$ cat config.mk
export PLATFORM = sky130hd
export DESIGN_NAME = cvmb_cross
export DESIGN_NICKNAME = d
export VERILOG_FILES = /design/src/hw/rtl/cvmb_pkg.sv /design/src/hw/rtl/cvmb_cross.sv
export SDC_FILE = /design/constraint.sdc
export NUM_CORES = 2
export LEC_CHECK = 0
export ABC_AREA = 0
export BUFFER_PORTS_ARGS = -buffer_cell sky130_fd_sc_hd__buf_4
export CAP_MARGIN = 5
export CORE_MARGIN = 1.5
export CORE_UTILIZATION = 35
export CTS_BUF_LIST = sky130_fd_sc_hd__clkbuf_4
export DETAILED_ROUTE_END_ITERATION = 12
export GPL_TIMING_DRIVEN = 1
export HOLD_SLACK_MARGIN = 0.08
export SKIP_CTS_REPAIR_TIMING = 1
export SLEW_MARGIN = 0
export SYNTH_ARGS = -nofsm -noshare
export SYNTH_HDL_FRONTEND = slang
export SYNTH_SLANG_ARGS = --single-unit
$ cat constraint.sdc
create_clock -name clk -period 3.9 [get_ports clk]
set_clock_uncertainty 0.2 [all_clocks]
set_input_delay 0.195 -clock clk [delete_from_list [all_inputs] [get_ports clk]]
set_output_delay 0.195 -clock clk [all_outputs]
set_load 0.01 [all_outputs]
$ cat src/hw/rtl/cvmb_pkg.sv
// Shared types and constants for the camera view matrix builder.
// No dependencies; every other file of the block imports this package.
package cvmb_pkg;

	// Fraction bits of the Q2.14 direction vectors.
	localparam int FRAC_BITS = 14;

	typedef struct packed {
		logic signed [15:0] right_x;
		logic signed [15:0] right_y;
		logic signed [15:0] right_z;
		logic signed [15:0] fwd_x;
		logic signed [15:0] fwd_y;
		logic signed [15:0] fwd_z;
		logic signed [31:0] pos_x;
		logic signed [31:0] pos_y;
		logic signed [31:0] pos_z;
	} pose_t;

	typedef struct packed {
		logic signed [15:0] out_right_x;
		logic signed [15:0] out_right_y;
		logic signed [15:0] out_right_z;
		logic signed [15:0] out_up_x;
		logic signed [15:0] out_up_y;
		logic signed [15:0] out_up_z;
		logic signed [15:0] out_fwd_x;
		logic signed [15:0] out_fwd_y;
		logic signed [15:0] out_fwd_z;
		logic signed [31:0] trans_x;
		logic signed [31:0] trans_y;
		logic signed [31:0] trans_z;
	} view_t;

endpackage

$ cat src/hw/rtl/cvmb_cross.sv
// Two stage cross product of two Q2.14 vectors: products, then differences.
// Uses cvmb_pkg; carries a sideband word in step with the data.
module cvmb_cross
	import cvmb_pkg::*;
#(
	parameter int SW = 8
) (
	input  logic              clk,
	input  logic              arst_n,
	input  logic              in_valid,
	input  logic [2:0][15:0]  a,
	input  logic [2:0][15:0]  b,
	input  logic [SW-1:0]     in_side,
	output logic              out_valid,
	output logic [2:0][31:0]  o,
	output logic [SW-1:0]     out_side
);
	logic                v_s1, v_s2;
	logic signed [31:0]  prod_s1 [6];
	logic [2:0][31:0]    o_s2;
	logic [SW-1:0]       side_s1, side_s2;

	always_ff @(posedge clk or negedge arst_n) begin
		if (!arst_n) begin
			v_s1 <= 1'b0;
			v_s2 <= 1'b0;
		end else begin
			v_s1 <= in_valid;
			v_s2 <= v_s1;
		end
	end

	// The first operand is always a unit vector, at most one in Q2.14, and the
	// second at most two, so each difference fits in 32 bits.
	always_ff @(posedge clk) begin
		prod_s1[0] <= $signed(a[1]) * $signed(b[2]);
		prod_s1[1] <= $signed(a[2]) * $signed(b[1]);
		prod_s1[2] <= $signed(a[2]) * $signed(b[0]);
		prod_s1[3] <= $signed(a[0]) * $signed(b[2]);
		prod_s1[4] <= $signed(a[0]) * $signed(b[1]);
		prod_s1[5] <= $signed(a[1]) * $signed(b[0]);
		side_s1    <= in_side;
		o_s2[0]    <= 32'(prod_s1[0] - prod_s1[1]);
		o_s2[1]    <= 32'(prod_s1[2] - prod_s1[3]);
		o_s2[2]    <= 32'(prod_s1[4] - prod_s1[5]);
		side_s2    <= side_s1;
	end

	assign out_valid = v_s2;
	assign o         = o_s2;
	assign out_side  = side_s2;
endmodule

* Yosys cells after proc, flatten, opt, wreduce, memory -nomap -nowiden
Memory sizes are Yosys's and may differ from the RTL's.
Index checks and enable logic that the tools add are counted.
W data, S select, Z words.
** Storage, ports and cells
- Register bits :: 114
- Bits in latches :: 0
- RAM bits :: 192
- Bits in read-only memories :: 0
- Input port bits :: 107
- Output and inout bits :: 105
- Logic and storage cells :: 17
- Memories :: 1
** Operators by class
- $add $sub $neg :: 3
- $mul :: 6
- Divide/modulo/power cells :: 0
- Order comparisons :: 0
- Equal/unequal tests :: 0
- Shift-type cells :: 0
- Muxes and demuxes :: 0
- Bitwise logic cells :: 0
- Reductions and logical operators :: 0
** Memories
- prod_s1 :: depth 6, width 32, read ports 6, clocked after memory_dff 0, write ports 6, RTL line cvmb_cross.sv:19 : logic signed [31:0] prod_s1 [6];
** Operator list (count)
- $mul A16 B16 Y32 :: 6
- $sub A32 B32 Y32 :: 3

* Depth between registers and ports, before layout
- Depth after elaboration :: 1
- Mapped depth :: 25
- Depth with buffers taken out :: 24

* Least setup slack after synthesis
OpenSTA, ideal clock, no wires.
- Path type :: in2reg
- Start point :: input port a[15] (netlist bit)
- End point :: memory prod_s1[3][31]
- Library setup time :: 0.072 ns
- Arrival time :: 5.918 ns
- Path slack :: -2.290 ns
- Cell stages on the path :: 21
- Path buffers :: 1
- Path through :: clkbuf_1 nand2_1 inv_1 fa_1 fa_1 fa_1 fa_1 fa_1 inv_1 fa_1 inv_1 ha_1 a21o_1 a21o_1 a21o_1 a2111oi_4 o31ai_1 a2111o_1 a21o_1 a21oi_2 xnor2_1
** RTL lines
- start: declaration :: RTL line cvmb_cross.sv:11 : input logic [2:0][15:0] a,
- end: declaration :: RTL line cvmb_cross.sv:19

==> metrics.md <==
| Metric | Value |
|---|---|
| Number of synthesized flops with an enable pin | 0 |
| Core Area | 199000 um^2 |
| Seq cells post-synth | 306 |
| Unique masters post-synth | between 80 and 90 |
| Hold Vio Cnt, Final | 0 |
| Clock root cell | clkbuf_4 |
| GPL Wtd Cong | just over 0.9 |
| Async set or reset register ratio after synthesis | 0.00654 |
| All-Layer GR Usage | 0.202 |
| Area growth syn-to-layout | 28.2% |
| Number of global-route vias before repair | between 50k and 60k |
| Setup violations, final | 125 |
| DRC | 0 |
| Chip width | 451 um |
| Vias | between 50k and 60k |
| Die area | around 200000 um^2 |
| WP data arrival | around 5.9 ns |
| CTS buffer count | 95 |
| Tmin final | 5.09 ns |
| Pins Over Slew Limit | 0 |
| Setup ws final | -1.19 ns |
| WL met3 | 10400 um |
| Routed Antenna Nets | 0 |
| Slew headroom | 0.385 |
| Clk buf depth | 3 |
| First-pass GRT wire length | ~320000 um |
| Initial antenna violation count | 20 |
| Max frequency | 197 MHz |
| 1st-iter DRT viols | roughly 2.7k |
| Port Buffers | approximately 210 |
| Min-delay worst type | in -> reg |
| Crit Path Max Fanout | 7 |
| Met1 WL | about 85000 um |
| Buffers and inverters on the worst path | 8 |
| Fraction of layout cells with a size suffix above 1 | 0.244 |
| Crit path launch type | input pin |
| Setup TNS | -91.86 ns |
| WL per Instance | roughly 18 um |
| CTS tree | done |
| Worst slew pin tran | around 0.91 ns |
| Worst Path Required | around 4.7 ns |
| Htree depth | 3 |
| Largest stage delay, worst path | 0.55 ns |
| Crit path top cell by count | fa_1 |
| Vias per inst | about 4.7 |
| Initial core utilization | 0.352 |
| Setup CP Type | in -> reg |
| Top FF cell, synth | dfxtp_1 |
| Period utilisation layout | 1.30 |
| Pre-antenna DRT Iters | 5 |
| Synth warn | 0 |
| FP Rows | around 160 |
| RSZ-0062 raised after global routing | true |
| Post-Syn Area | around 70000 um^2 |
| Top delay family on crit path | adder cells |
| Remaining Overflow, GRT | 0 |
| Commonest non-fill, non-tap cell in the layout | inv_1 |
| Dpl hpwl | 173000 um |
| Sequential area share after synthesis | 0.0874 |
| I/O pin total | about 210 |
| Max Cap Viol | 0 |
| Worst-Skew Late Latency | approximately 1.2 ns |
| Syn Nets | between 9k and 10k |
| Final Net Count | between 10k and 15k |
| Status | complete, but fails checks |
| Met2 WL | about 100000 um |
| Largest net degree at the start of global routing | 27 |
| Critical path endpoint category | flip-flop |
| Crit-path cells | buf_12 -> clkbuf_16 -> buf_4 -> and2_1 -> fa_1 -> fa_1 -> ha_2 -> inv_1 -> fa_1 -> inv_2 -> fa_1 -> inv_1 -> fa_1 -> inv_1 -> ha_2 -> or4_1 -> o21ai_2 -> nor3_2 -> buf_4 -> o21ai_4 -> a21oi_4 -> a221oi_4 -> nor4bb_1 -> a311o_1 |
| Syn Area/Cell | about 9.3 um^2 |
| Clk slew on worst S/H paths | roughly 0.060 ns |
| Slowest CP cell | fa_1 |
| Uppermost routed layer | met5 |
| Fillers | between 15k and 20k |
| Num Clock Sinks | around 310 |
| Most frequent cells in the layout | inv_1, fa_1, buf_4, nand2_1, and2_1 |
| Die Y-Extent | between 400 and 500 um |
| Failing checks | negative setup slack |
| Total wire length | between 200000 and 250000 um |
| Cells after Synth | between 7k and 8k |
-- cell usage after synthesis, drive strengths merged (6+ instances only) --
master | n | area share
and3 | 21 | 0.0019
or3 | 11 | 0.00098
o21a | 42 | 0.0045
o311ai | 6 | 0.00086
o31ai | 18 | 0.0023
ha | 585 | 0.10
nand3 | 39 | 0.0028
nand4 | 14 | 0.0012
or2 | 7 | 0.00062
a41oi | 6 | 0.00086
o31a | 6 | 0.00077
a211oi | 17 | 0.0018
mux2i | 6 | 0.00086
fa | 1575 | 0.45
a31oi | 25 | 0.0025
dfxtp | 304 | 0.087
o41ai | 6 | 0.0012
xnor2 | 223 | 0.028
inv | 1853 | 0.099
a21o | 103 | 0.011
a21oi | 202 | 0.015
o21ai | 117 | 0.0086
clkbuf | 293 | 0.016
nor3 | 41 | 0.0029
nand2b | 56 | 0.0050
nand2 | 798 | 0.043
and2 | 749 | 0.067
xor2 | 68 | 0.0085
nor2 | 197 | 0.011
a211o | 10 | 0.0012
a31o | 9 | 0.0011
nor2b | 24 | 0.0021
o21bai | 43 | 0.0046
a21boi | 9 | 0.00096
and4 | 7 | 0.00087
a2111oi | 15 | 0.0025
o211ai | 17 | 0.0018
-- layout make-up --
cell class,instances,area (um^2),area share
Antenna cell,11,27.5,0.000306
Inverter,1853,6960,0.0774
Tap cell,2656,3320,0.0369
Sequential cell,306,6140,0.0682
Clock buffer,126,946,0.0105
Multi-Input combinational cell,5124,59300,0.660
Timing Repair Buffer,1408,13100,0.145
Clock inverter,35,173,0.00192
-- state kept, by name, summed over array words and instances, names as in the netlist --
register and cells:
o 96, side_s1 8, prod_s1 192, v_s1 1
out_valid 1, out_side 8
-- path summary, 6_finish.rpt --
kind	from	endpoint	slack, ns	cells past startpoint
max	b[21]	prod_s1[1][30]	-1.19	24
min	b[30]	prod_s1[1][31]	0.08	9
max reg2reg	prod_s1[2][0]	o[62]	0.30	13
min reg2reg	side_s1[3]	out_side[3]	0.12	0
max in group asynchronous	arst_n	v_s1	3.17	4
min in group asynchronous	arst_n	out_valid	0.21	4
-- per-stage QoR --
stage,std cells,setup slack (ns),util,instance area (um^2),hold slack (ns)
5_1_grt,11515,-1.26,0.451,90000,0.0795
3_3_place_gp,11140,-2.36,0.418,83500,-0.222
3_5_place_dp,11140,-2.42,0.418,83500,-0.221
4_1_cts,11301,-1.18,0.424,84600,-1.60
2_1_floorplan,7581,-1.85,-,72700,-0.301
6_report,11519,-1.19,0.451,90000,0.0752
-- kinds of logic (layout without fill, tap and decap cells) --
family | after synthesis | in the layout | share of synthesized area
buffers and inverters | 2151 | 3422 | 0.115
AO/OA/AOI/OAI | 689 | 689 | 0.0667
adder cells (fa/ha/maj) | 2160 | 2160 | 0.554
AND/OR/NAND/NOR | 1978 | 1978 | 0.140
multiplexers | 6 | 6 | 0.000856
other | 0 | 11 | 0
flip-flops | 306 | 306 | 0.0874
XOR/XNOR | 291 | 291 | 0.0363
-- tightest hold or removal path, cell delays in order --
cell,delay (ns)
buf_12,0.13
buf_4,0.15
nand2_1,0.08
o21ai_0,0.11
ha_1,0.17
xnor2_1,0.11
xnor2_1,0.18
xnor2_1,0.08
xnor2_1,0.12
-- metal layers --
layer / vias to the layer above / track usage
met1: 27811 / 0.256
met5: - / 0
met3: 341 / 0.0281
met2: 1271 / 0.351
met4: 8 / 0.0718
li1: 24952 / -
Power is not shown: default switching activity piles up to over one toggle a cycle in this logic, so the estimate is an artifact.
